==> config.mk <==
export PLATFORM = sky130hd
export DESIGN_NAME = amfs_ctrl
export DESIGN_NICKNAME = d
export VERILOG_FILES = /design/src/rtl/core/amfs_pkg.sv /design/src/rtl/core/amfs_ctrl.sv
export SDC_FILE = /design/constraint.sdc
export NUM_CORES = 1
export LEC_CHECK = 0
export ABC_AREA = 1
export ABC_CLOCK_PERIOD_IN_PS = 1200
export BUFFER_PORTS_ARGS = -buffer_cell sky130_fd_sc_hd__buf_2
export CAP_MARGIN = 20
export CORE_AREA = 2 2 39 41
export CTS_CLUSTER_SIZE = 40
export DETAILED_ROUTE_END_ITERATION = 10
export DIE_AREA = 0 0 41 43
export PLACE_DENSITY = 0.54
export SLEW_MARGIN = 20
export SYNTH_ARGS = -nofsm -noshare
export SYNTH_HDL_FRONTEND = slang
export SYNTH_SLANG_ARGS = --single-unit
==> constraint.sdc <==
create_clock -name clk -period 1.2 [get_ports clk]
set_input_delay 0.24 -clock clk [delete_from_list [all_inputs] [get_ports clk]]
set_output_delay 0.24 -clock clk [all_outputs]
set_load 0.02 [all_outputs]
==> src/rtl/core/amfs_pkg.sv <==
// ----------------------------------------------------------------------------
// amfs_pkg
// Shared types, constants and codes of the alarm and message flag scanner.
// ----------------------------------------------------------------------------
package amfs_pkg;

  localparam int unsigned ALARM_WORDS_DEF      = 16;
  localparam int unsigned MSG_WORDS_DEF        = 16;
  localparam int unsigned ALARM_LIST_DEPTH_DEF = 10;
  localparam int unsigned MSG_LIST_DEPTH_DEF   = 4;
  localparam int unsigned REPORT_DEPTH_DEF     = 16;
  localparam int unsigned NUM_COUNTERS         = 256;
  localparam int unsigned CFG_IDX_W            = 2;
  localparam int unsigned CFG_DATA_W           = 16;

  typedef enum logic [1:0] {
    REQ_ALARM = 2'd0,
    REQ_MSG   = 2'd1,
    REQ_READ  = 2'd2,
    REQ_NONE  = 2'd3
  } req_t;

  typedef enum logic [1:0] {
    SEL_ALARM  = 2'd0,
    SEL_MSG    = 2'd1,
    SEL_REPORT = 2'd2,
    SEL_NONE   = 2'd3
  } sel_t;

  localparam logic [CFG_IDX_W-1:0] CFG_MSG_DELAY  = 2'd0;
  localparam logic [CFG_IDX_W-1:0] CFG_ALARM_BASE = 2'd1;
  localparam logic [CFG_IDX_W-1:0] CFG_MSG_BASE   = 2'd2;

  typedef enum logic [2:0] {
    ST_IDLE,
    ST_CLEAR,
    ST_BIT,
    ST_CNT,
    ST_EMIT,
    ST_OUT
  } state_t;

  typedef struct packed {
    logic        req_valid;
    logic        bits_done;
    logic        cur_bit;
    logic        cnt_over;
    logic        report_busy;
    logic        out_busy;
    logic        any_emitted;
    logic        word_in_range;
    req_t        req_type;
    logic        flags_zero;
  } amfs_sts_t;

  typedef struct packed {
    logic load;
    logic do_clears;
    logic next_bit;
    logic cnt_read;
    logic alarm_op;
    logic msg_hit;
    logic emit_event;
    logic emit_empty;
    logic zero_word;
  } amfs_cmd_t;

  typedef struct packed {
    logic        event_valid;
    logic        event_kind;
    logic [15:0] event_code;
    logic [7:0]  read_data;
    logic        alarms_active;
    logic        messages_active;
    logic        last;
  } amfs_out_t;

endpackage

==> src/rtl/core/amfs_ctrl.sv <==
// ----------------------------------------------------------------------------
// amfs_ctrl
// Sequencer: takes each item, walks the 16 flag bits of an alarm or nonzero message word in order.
// ----------------------------------------------------------------------------
module amfs_ctrl (
  input  logic                clk,
  input  logic                rst_n,
  input  amfs_pkg::amfs_sts_t sts,
  output amfs_pkg::amfs_cmd_t cmd,
  output logic                in_ready
);

  amfs_pkg::state_t state_r, state_nxt;

  always_ff @(posedge clk) begin
    if (!rst_n) begin
      state_r <= amfs_pkg::ST_IDLE;
    end else begin
      state_r <= state_nxt;
    end
  end

  always_comb begin
    state_nxt = state_r;
    case (state_r)
      amfs_pkg::ST_IDLE: begin
        if (sts.req_valid) state_nxt = amfs_pkg::ST_CLEAR;
      end
      amfs_pkg::ST_CLEAR: begin
        if (sts.word_in_range && sts.req_type == amfs_pkg::REQ_ALARM)
          state_nxt = amfs_pkg::ST_BIT;
        else if (sts.word_in_range && sts.req_type == amfs_pkg::REQ_MSG &&
                 !sts.flags_zero)
          state_nxt = amfs_pkg::ST_BIT;
        else
          state_nxt = amfs_pkg::ST_EMIT;
      end
      amfs_pkg::ST_BIT: begin
        if (sts.bits_done) begin
          state_nxt = amfs_pkg::ST_EMIT;
        end else if (sts.cur_bit && !sts.out_busy) begin
          if (sts.req_type == amfs_pkg::REQ_MSG) state_nxt = amfs_pkg::ST_CNT;
          else if (!sts.report_busy) state_nxt = amfs_pkg::ST_BIT;
        end
      end
      amfs_pkg::ST_CNT: begin
        if (!sts.out_busy) state_nxt = amfs_pkg::ST_BIT;
      end
      amfs_pkg::ST_EMIT: begin
        if (!sts.out_busy) state_nxt = amfs_pkg::ST_OUT;
      end
      amfs_pkg::ST_OUT: begin
        if (!sts.out_busy && !sts.report_busy) state_nxt = amfs_pkg::ST_IDLE;
      end
      default: state_nxt = amfs_pkg::ST_IDLE;
    endcase
  end

  always_comb begin
    cmd      = '0;
    in_ready = 1'b0;
    case (state_r)
      amfs_pkg::ST_IDLE: begin
        in_ready = 1'b1;
        cmd.load = sts.req_valid;
      end
      amfs_pkg::ST_CLEAR: begin
        cmd.do_clears = 1'b1;
        cmd.zero_word = sts.word_in_range && sts.req_type == amfs_pkg::REQ_MSG &&
                        sts.flags_zero;
      end
      amfs_pkg::ST_BIT: begin
        if (!sts.bits_done) begin
          if (!sts.cur_bit) begin
            cmd.next_bit = 1'b1;
          end else if (!sts.out_busy) begin
            if (sts.req_type == amfs_pkg::REQ_MSG) begin
              cmd.cnt_read = 1'b1;
            end else if (!sts.report_busy) begin
              cmd.alarm_op   = 1'b1;
              cmd.emit_event = 1'b1;
              cmd.next_bit   = 1'b1;
            end
          end
        end
      end
      amfs_pkg::ST_CNT: begin
        if (!sts.out_busy) begin
          cmd.msg_hit    = 1'b1;
          cmd.emit_event = sts.cnt_over;
          cmd.next_bit   = 1'b1;
        end
      end
      amfs_pkg::ST_EMIT: begin
        // close the item: mark last, or send one empty result
        cmd.emit_empty = !sts.out_busy;
      end
      default: ;
    endcase
  end

endmodule

# == Word-level counts from Yosys, hierarchy flattened ==
# Cells that the tools add are included.
# op_classes
n_mux,32
n_reduce_logical,12
eq_ne,12
# ops
operator,count
3-bit two-way mux,12
3-bit one-hot mux with 6 select lines,1
1-bit two-way mux,14
"2-bit inequality test, second input constant",4
"3-bit by 2-bit == test with 1-bit output, second input constant",2
"3-bit == test, second input constant",2
1-bit logical AND,6
2-bit two-way mux,3
6-bit AND reduction,1
"4-bit inequality test, second input constant",1
1-bit one-hot mux with 2 select lines,2
"3-bit by 1-bit == test with 1-bit output, second input constant",1
1-bit logical NOT,3
3-bit logical NOT,1
"3-bit inequality test, second input constant",1
"2-bit by 1-bit == test with 1-bit output, second input constant",1
2-bit logical NOT,1
# totals
elab_cells,57
reg_bits,3

# == Longest topological paths before layout ==
# Gate-level depths: netlist of the first run.
# logic_depth
ltp_word,6
depth_mapped,9
mapped_depth_nobuf,9

# == Worst setup path before layout of the first run ==
# Ideal clock, no wire load.
# synth_path
path_type,register to output
startpoint,register state_r[2]
endpoint,output cmd[2] (netlist bit)
path_slack_ns,-0.218
path_stages_with_launch,6
arrival_ns,1.178
cell_sequence,dfxtp_1 inv_2 nand3_1 nor2_1 nand2_1 o21ai_0
# synth_lines
element,line,text
"start, declared",amfs_ctrl.sv:13,"amfs_pkg::state_t state_r, state_nxt;"
"start signal, assigned",amfs_ctrl.sv:17,state_r <= amfs_pkg::ST_IDLE;
"start signal, assigned",amfs_ctrl.sv:19,state_r <= state_nxt;
"end, declared",amfs_ctrl.sv:9,"output amfs_pkg::amfs_cmd_t cmd,"

==> impl_metrics.toml, run 1 <==
[timing]
setup_violations = 10
finalHoldViolCount = 0
slew_headroom_pct = 87.6
fmax_ghz = 0.673
rsz0062_at_grt = "yes"
post-route-period-util_pct = 124
setup_ws_ns = -0.286
fin_skew_ns = 0.000266
fin_crit_ns = 1.49
slew_violations = 0
whs_ns = 0.234
tightest_slew_ns = 0.186

[clock_tree]
cts-root-buf = "clkbuf_4"
cts_tree = "built"
cts_buffer_depth = 2
clock-sinks = 3
htree_levels = 1
cts_buffers = 3
worstSkewPairLatency_ns = 0.23
postCtsHoldBufs = 0
clkSlewWorstSetupHoldPaths_ns = 0.04

[global_routing]
antenna_found_initial = 0
grt_max_degree = 7
grt.total_usage_pct = 16.0
grt_pass1_vias = 519
grt_pass1_wl_um = 1930
overflow = 0

[worst_setup_path]
cp-start-kind = "flip-flop"
worstSetupStartpoint = "state_r[0]"
worstPathArrival_ns = 1.25
path_class = "flip-flop to primary output"
regToRegEndpoint = "state_r[1]"
rr_worst_depth = 9
required_ns = 0.96
cp_max_fo = 3
r2r-start = "state_r[0]"
critPathCapture = "cmd[2]"
r2r_slack_ns = 0.03
end_kind = "primary output"

[floorplanning]
dieArea_um2 = 1760
fp.coreArea_um2 = 1380
std_cell_rows = 14
io_pins = 23
start_util_pct = 24.3
die_h_um = 43
dieWidth_um = 41

[detailed_routing]
via_count = 551
wl_met2_um = 711
drtIter0Drc = 6
wl_met3_um = 43
routed.top_layer = "met4"
via_per_inst = 4.52
drtPass1Iterations = 4
wirelength_um = 1220
ant_nets = 0
wl_per_cell_um = 10.0
wl_met1_um = 446
route.detailed.drc = 0

[final_layout]
fill_cells = 147
top_regs = "state_r: 3 flops"
largest_register_ffs = 3
diodes = 0
area_delta_synth_final_pct = 122
top_register = "state_r"
layout-drive-gt1-share_pct = 62.3
finalNonFillerCells = 122
fin_nets = 120

[synthesis]
synth_top_cell_by_area = "dfxtp_1"
synth.avg_cell_area_um2 = 5.18
syn-instance-count = 65
ys_types = 14
ys_warn_count = 0
ys_top_cells_by_area = "dfxtp_1 18%, nand2_1 18%, nor2_1 16%"
yosysSeqAreaShare_pct = 17.8
ys_seq_elements = 3
yosys.area.top_type_share_pct = 17.8
syn-num-nets = 78
synthesis.area_um2 = 337

[flow_run]
cap_violations = 0

[placed_design]
dp_cells = 115
portBuffers = 21
hpwl_um = 843
gp_congestion = 0.809

[power]
p_per_area_nw_per_um2 = 1410
peakVddDrop_uv = 769
leakage_nw = 0.390

[worst_hold_path]
hp-class = "input port to flip-flop"

[outcome]
status = "complete, but fails checks"
violations = "negative setup slack"
## cell usage in the layout, fill, tap and decap left out
master / n
o21ai_2: 2
nand3_1: 1
nand2_2: 3
o22ai_1: 1
nor2_4: 3
nand4_1: 1
dfxtp_2: 2
buf_4: 19
o21ai_1: 1
nor2_2: 2
buf_2: 11
nand2_1: 15
nor3_4: 1
inv_1: 6
inv_4: 2
dfxtp_4: 1
nand3_4: 2
nor2_1: 12
clkbuf_1: 1
nand3_2: 3
a21oi_1: 2
nor3_2: 1
clkbuf_4: 3
buf_6: 7
inv_2: 4
## how the worst min path moves through the flow
stage	slack, ns	startpoint	cells past startpoint	end
finish	0.23	rst_n	3	state_r[0]
global route	0.25	rst_n	3	state_r[0]
CTS	0.23	rst_n	3	state_r[0]
detailed placement	0.48	rst_n	3	state_r[0]
global placement	0.48	rst_n	3	state_r[0]
floorplan	0.36	rst_n	2	state_r[0]
## Yosys cell counts
library cell,instances
dfxtp_1,3
o21ai_0,3
o22ai_1,1
nand2_1,16
nor2_1,14
nor3_1,2
inv_1,11
nand2_2,2
nand3_2,2
nand3_1,4
inv_2,1
a21oi_1,2
nand4_1,1
nor2_2,3
## kinds of logic after synthesis
group / Yosys count / synth area share, %
compound gates: 6 / 9.29
flops: 3 / 17.8
buf+inv: 12 / 13.4
simple gates: 44 / 59.5
## report_power, final
group          switching, mW  internal [mW]  total [mW]
Sequential            0.0242          0.130       0.155
Combinational          0.368          0.356       0.724
Clock                 0.0522          0.125       0.177
## final cells by class
type	instances	area (µm²)	area share, %
tap	16	20.0	2.68
sequential	3	66.3	8.88
multi-input combinational	50	308	41.2
timing repair buffer	37	277	37.0
inverter	12	50.0	6.70
clock buffer	4	26.3	3.52
## metal layers
layer	GRT usage, %	vias to the layer above
met5	0	-
met4	10.0	0
met3	3.14	2
met2	26.3	17
met1	17.4	247
li1	-	285
## timing repair
action | in CTS | in global routing
pin swaps | 7 | 3
setup buffers | 3 | 0
hold endpoints to repair | 0 | 0
setup endpoints to repair | 13 | 13
resized for setup | 29 | 8
## critical path: stages (launching register included)
cell	delay, ns
dfxtp_2	0.32
inv_2	0.07
nand3_4	0.09
nor2_4	0.13
buf_6	0.11
inv_2	0.04
o21ai_2	0.12
buf_6	0.13
## metrics by stage
stage          area, µm²  utilization [%]  setup slack (ns)  power (mW)  TNS, ns
2_1_floorplan        372                -           -0.0743       0.439   -0.176
3_3_place_gp         594             42.9            -0.110       0.659   -0.363
3_5_place_dp         594             42.9            -0.124       0.663   -0.448
4_1_cts              724             52.4            -0.270        1.03    -1.83
5_1_grt              747             54.0            -0.376        1.14    -2.75
6_report             747             54.0            -0.286        1.06    -1.90
(Power assumes the default switching activity.)
==> run 2: changes to the inputs <==
--- a/config.mk
+++ b/config.mk
@@ -5,7 +5,6 @@
 export SDC_FILE = /design/constraint.sdc
 export NUM_CORES = 1
 export LEC_CHECK = 0
-export ABC_AREA = 1
 export ABC_CLOCK_PERIOD_IN_PS = 1200
 export BUFFER_PORTS_ARGS = -buffer_cell sky130_fd_sc_hd__buf_2
 export CAP_MARGIN = 20
@@ -13,7 +12,7 @@
 export CTS_CLUSTER_SIZE = 40
 export DETAILED_ROUTE_END_ITERATION = 10
 export DIE_AREA = 0 0 41 43
-export PLACE_DENSITY = 0.54
+export PLACE_DENSITY = 0.56
 export SLEW_MARGIN = 20
 export SYNTH_ARGS = -nofsm -noshare
 export SYNTH_HDL_FRONTEND = slang
==> impl_metrics.toml, run 2 <==
[clock_tree]
cts-root-buf = "clkbuf_4"
cts_tree = "built"
clkSlewWorstSetupHoldPaths_ns = 0.04
cts_buffer_depth = 2
cts_buffers = 3
worstSkewPairLatency_ns = 0.23
clock-sinks = 3
htree_levels = 1

[outcome]
status = "complete, but fails checks"
violations = "negative setup slack"

[power]
leakage_nw = 0.357
p_per_area_nw_per_um2 = 1600
peakVddDrop_uv = 968

[final_layout]
top_regs = "state_r: 3 flops"
diodes = 0
area_delta_synth_final_pct = 103
layout-drive-gt1-share_pct = 67.9
largest_register_ffs = 3
final_area_um2 = 736
top_register = "state_r"
fin_nets = 98
fill_cells = 139
final_cell_mix = "16 x buf_4, 12 x buf_2, 10 x buf_6"
final_common_cell = "buf_4"

[placed_design]
portBuffers = 21
post_dp_cell_area_um2 = 567
hpwl_um = 815
gp_congestion = 0.705

[floorplanning]
std_cell_rows = 14
dieWidth_um = 41
die_h_um = 43
start_util_pct = 26.1
dieArea_um2 = 1760
fp.coreArea_um2 = 1380
io_pins = 23

[worst_setup_path]
path_class = "flip-flop to primary output"
cp-start-kind = "flip-flop"
end_kind = "primary output"
required_ns = 0.96
worstSetupStartpoint = "state_r[2]"
cp_max_fo = 4
worstPathArrival_ns = 1.61
r2r-start = "state_r[2]"

[detailed_routing]
via_count = 492
wl_per_cell_um = 11.5
drtIter0Drc = 0
ant_nets = 0
drtPass1Iterations = 1
wirelength_um = 1150
route.detailed.drc = 0
via_per_inst = 4.92

[synthesis]
syn-num-nets = 59
synth.avg_cell_area_um2 = 7.86
async_reset_ff_share_pct = 0
synth_edf_count = 0
ys_types = 31
yosys.area.top_type_share_pct = 16.6
yosysMostFrequentCell = "inv_1"
ys_seq_elements = 3
synthesis.area_um2 = 362
ys_top_cells_by_area = "dfxtp_1 17%, buf_6 6.2%, inv_1 6.2%"
syn-instance-count = 46
synth_commonest_cells = "6 x inv_1, 5 x nand2_1, 3 x dfxtp_1"
ys_warn_count = 0
synth_top_cell_by_area = "dfxtp_1"
yosysSeqAreaShare_pct = 16.6
synth_ff_type = "dfxtp_1"

[global_routing]
met1_usage_pct = 14.4
grt_max_degree = 11
met3_usage_pct = 1.57
grt_pass1_vias = 455
antenna_found_initial = 0
overflow = 0
grt.total_usage_pct = 14.4
use_met2_pct = 24.4
grt_most_used_layer = "met2"
grt_pass1_wl_um = 1700

[timing]
rsz0062_at_grt = "yes"
setup_ws_ns = -0.650
fin_skew_ns = 0.00363
fmax_ghz = 0.541
slew_violations = 0
post-route-period-util_pct = 154
finalSetupTns_ns = -4.28
finalHoldViolCount = 0
fin_crit_ns = 1.85
setup_violations = 12
tightest_slew_ns = 0.329
slew_headroom_pct = 77.9

[flow_run]
cap_violations = 0

[worst_hold_path]
hp-class = "input port to flip-flop"
min-delay-start = "rst_n"
run 2: changes by cell type in the layout (fill, tap and decap cells not counted), moves of 2 or more:
| cell | delta |
|---|---|
| nand2_2 | -3 |
| nand3_4 | -2 |
| buf_4 | -3 |
| nor2_4 | -3 |
| nor2_1 | -12 |
| o21ai_2 | -2 |
| a21oi_1 | -2 |
| nand2_1 | -10 |
| nand3_2 | -3 |
| inv_2 | -4 |
| buf_6 | +3 |
| o21ai_0 | +2 |
run 2: logic make-up after synthesis:
kind of cell           count (synthesis)  share of synthesized area (%)
AO/OA/AOI/OAI                         15                           33.6
buffers and inverters                 10                           16.6
multiplexers                           1                           2.77
AND/OR/NAND/NOR                       17                           30.5
flip-flops                             3                           16.6
run 2: worst paths after layout:
| kind | endpoint | slack, ns | depth (start not counted) |
|---|---|---|---|
| setup / recovery | cmd[6] | -0.65 | 4 |
| hold reg to reg | state_r[1] | 0.58 | 2 |
| setup reg to reg | state_r[0] | -0.32 | 5 |
| hold / removal | state_r[0] | 0.28 | 3 |
run 2: what timing repair did:
item,4_1_cts,5_1_grt
gates resized for setup,16,15
endpoints found under the setup margin,12,13
hold buffers,0,0
pin swaps,5,6
setup buffers,1,4
run 2: cell type report:
cell class	instances	area, µm²	area share (%)
tap	16	20.0	2.72
clock buffer	4	26.3	3.57
sequential	3	62.6	8.50
timing repair buffer	38	293	39.8
inverter	6	25.0	3.40
multi-input combinational	33	309	42.0
run 2: critical path: stages (launching register included):
cell and delay (ns):
dfxtp_2 0.31, or4b_4 0.55, o31a_1 0.27, o22ai_2 0.11, buf_6 0.14
run 2: per-stage QoR:
| stage | hold WS, ns | power (mW) | util (%) | setup slack (ns) | cells |
|---|---|---|---|---|---|
| 2_1_floorplan | 0.373 | 0.555 | - | -0.711 | 46 |
| 3_3_place_gp | 0.525 | 0.719 | 41.0 | -0.490 | 91 |
| 3_5_place_dp | 0.527 | 0.722 | 41.0 | -0.508 | 91 |
| 4_1_cts | 0.277 | 0.984 | 47.0 | -0.662 | 96 |
| 5_1_grt | 0.282 | 1.27 | 53.2 | -0.693 | 100 |
| 6_report | 0.276 | 1.17 | 53.2 | -0.650 | 100 |
run 2: routing by layer:
layer / share of wire (%) / vias to the layer above
met2: 58 / 15
met5: 0 / -
li1: - / 248
met4: 0.87 / 0
met1: 38 / 227
met3: 3.0 / 2
run 2: power by group:
group | switching [mW] | internal [mW] | total [mW] | leakage, nW
combinational | 0.386 | 0.453 | 0.838 | 0.316
clock | 0.0499 | 0.124 | 0.174 | 0.0150
sequential | 0.0231 | 0.138 | 0.162 | 0.0253
==> run 3: changes to the inputs <==
--- a/config.mk
+++ b/config.mk
@@ -12,7 +12,8 @@
 export CTS_CLUSTER_SIZE = 40
 export DETAILED_ROUTE_END_ITERATION = 10
 export DIE_AREA = 0 0 41 43
-export PLACE_DENSITY = 0.56
+export GPL_TIMING_DRIVEN = 0
+export PLACE_DENSITY_LB_ADDON = 0.25
 export SLEW_MARGIN = 20
 export SYNTH_ARGS = -nofsm -noshare
 export SYNTH_HDL_FRONTEND = slang
==> constraint.sdc (replaced) <==
create_clock -name clk -period 1.2 [get_ports clk]
set_input_delay 0 -clock clk [delete_from_list [all_inputs] [get_ports clk]]
set_output_delay 0 -clock clk [all_outputs]
set_load 0.02 [all_outputs]
==> impl_metrics.toml, run 3 (same netlist as run 2, synthesis figures left out) <==
[final_layout]
final_common_cell = "buf_2"
final_cell_mix = "11 x buf_2, 10 x buf_4, 7 x buf_6"
fill_cells = 138
layout-drive-gt1-share_pct = 60.0
area.sequential_um2 = 63.8
area_delta_synth_final_pct = 84.4
finalNonFillerCells = 91
largest_register_ffs = 3
fin_util_pct = 48.2
top_register = "state_r"
top_regs = "state_r: 3 flops"
multiInputGateArea_um2 = 305
fin_nets = 89
final_area_um2 = 667
diodes = 0

[placed_design]
pre_cts_ws_ns = -0.455
gp_congestion = 0.647
hpwl_um = 717
post_dp_cell_area_um2 = 514
dp_cells = 83
portBuffers = 21

[worst_setup_path]
worstSetupStartpoint = "state_r[0]"
cp_max_fo = 5
required_ns = 1.20
r2r-start = "state_r[0]"
end_kind = "primary output"
cp-start-kind = "flip-flop"
path_class = "flip-flop to primary output"
worstPathArrival_ns = 1.66

[detailed_routing]
wirelength_um = 942
drtIter0Drc = 6
drtPass1Iterations = 3
wl_per_cell_um = 10.4
via_count = 449
ant_nets = 0
via_per_inst = 4.93
route.detailed.drc = 0

[timing]
tightest_slew_ns = 0.392
setup_violations = 11
rsz0062_at_grt = "yes"
finalHoldViolCount = 0
fin_crit_ns = 1.66
slew_violations = 0
slew_headroom_pct = 73.8
fin_skew_ns = 0.00104
finalSetupTns_ns = -2.80
setup_ws_ns = -0.459
fmax_ghz = 0.603
post-route-period-util_pct = 138
whs_ns = 0.0279

[power]
leakage_nw = 0.312
switchingPower_mw = 0.432
internal_power_mw = 0.678
p_per_area_nw_per_um2 = 1660
p_total_mw = 1.11
p_comb_share_pct = 70.4
netSwitchingFraction_pct = 38.9
power_frac_seq_pct = 13.8
peakVddDrop_uv = 1290
clockPowerShare_pct = 15.9

[worst_hold_path]
hp-class = "input port to flip-flop"
min-delay-start = "rst_n"

[flow_run]
cap_violations = 0

[floorplanning]
std_cell_rows = 14
fp.coreArea_um2 = 1380
start_util_pct = 26.1
io_pins = 23
dieArea_um2 = 1760
die_h_um = 43
dieWidth_um = 41

[global_routing]
grt.total_usage_pct = 11.0
antenna_found_initial = 0
overflow = 0
grt_pass1_wl_um = 1350
grt_max_degree = 11
grt_pass1_vias = 356

[clock_tree]
clkSlewWorstSetupHoldPaths_ns = 0.04
htree_levels = 1
cts_buffers = 3
postCtsHoldBufs = 0
cts_tree = "built"
clock-sinks = 3
cts-root-buf = "clkbuf_4"
cts_buffer_depth = 2
worstSkewPairLatency_ns = 0.23

[outcome]
status = "complete, but fails checks"
violations = "negative setup slack"
[run 3: changes by cell type in the layout (fill, tap and decap cells not counted), sizes merged]
| cell | before | now |
|---|---|---|
| buf | 38 | 29 |
[run 3: power groups by stage]
stage	registers [mW]	clock network [mW]	logic [mW]
floorplan	0.145	0	0.410
global placement	0.146	0	0.540
detailed placement	0.147	0	0.543
CTS	0.152	0.189	0.563
global route	0.155	0.197	0.841
finish	0.153	0.176	0.781
[run 3: final cells by class]
type | instances | area share, %
inverter | 6 | 3.38
sequential | 3 | 9.57
multi-input combinational | 33 | 45.8
clock buffer | 4 | 3.94
tap | 16 | 3.00
buffer | 2 | 2.25
timing repair buffer | 27 | 32.1
[run 3: final timing paths]
check / end / slack (ns) / cells past startpoint
setup reg to reg: state_r[0] / -0.33 / 5
setup / recovery: cmd[6] / -0.46 / 4
hold / removal: state_r[2] / 0.03 / 2
hold reg to reg: state_r[0] / 0.66 / 3
[run 3: timing repair]
item,4_1_cts,5_1_grt
endpoints found under the setup margin,9,11
resized for setup,11,15
buffers inserted,3,3
pin swaps,4,3
cloned,0,0
[run 3: critical path, stage by stage, from the launching register on]
cell and delay (ns):
dfxtp_1 0.30, or4b_4 0.56, o31a_1 0.33, o22ai_2 0.10, buf_6 0.14
[run 3: per-layer routing]
layer  up-vias  wire, µm  track usage [%]
li1        230         -                -
met2        15       475             16.6
met3         0        74                0
met5         -         0                0
met4         0         0             8.00
met1       204       391             14.3
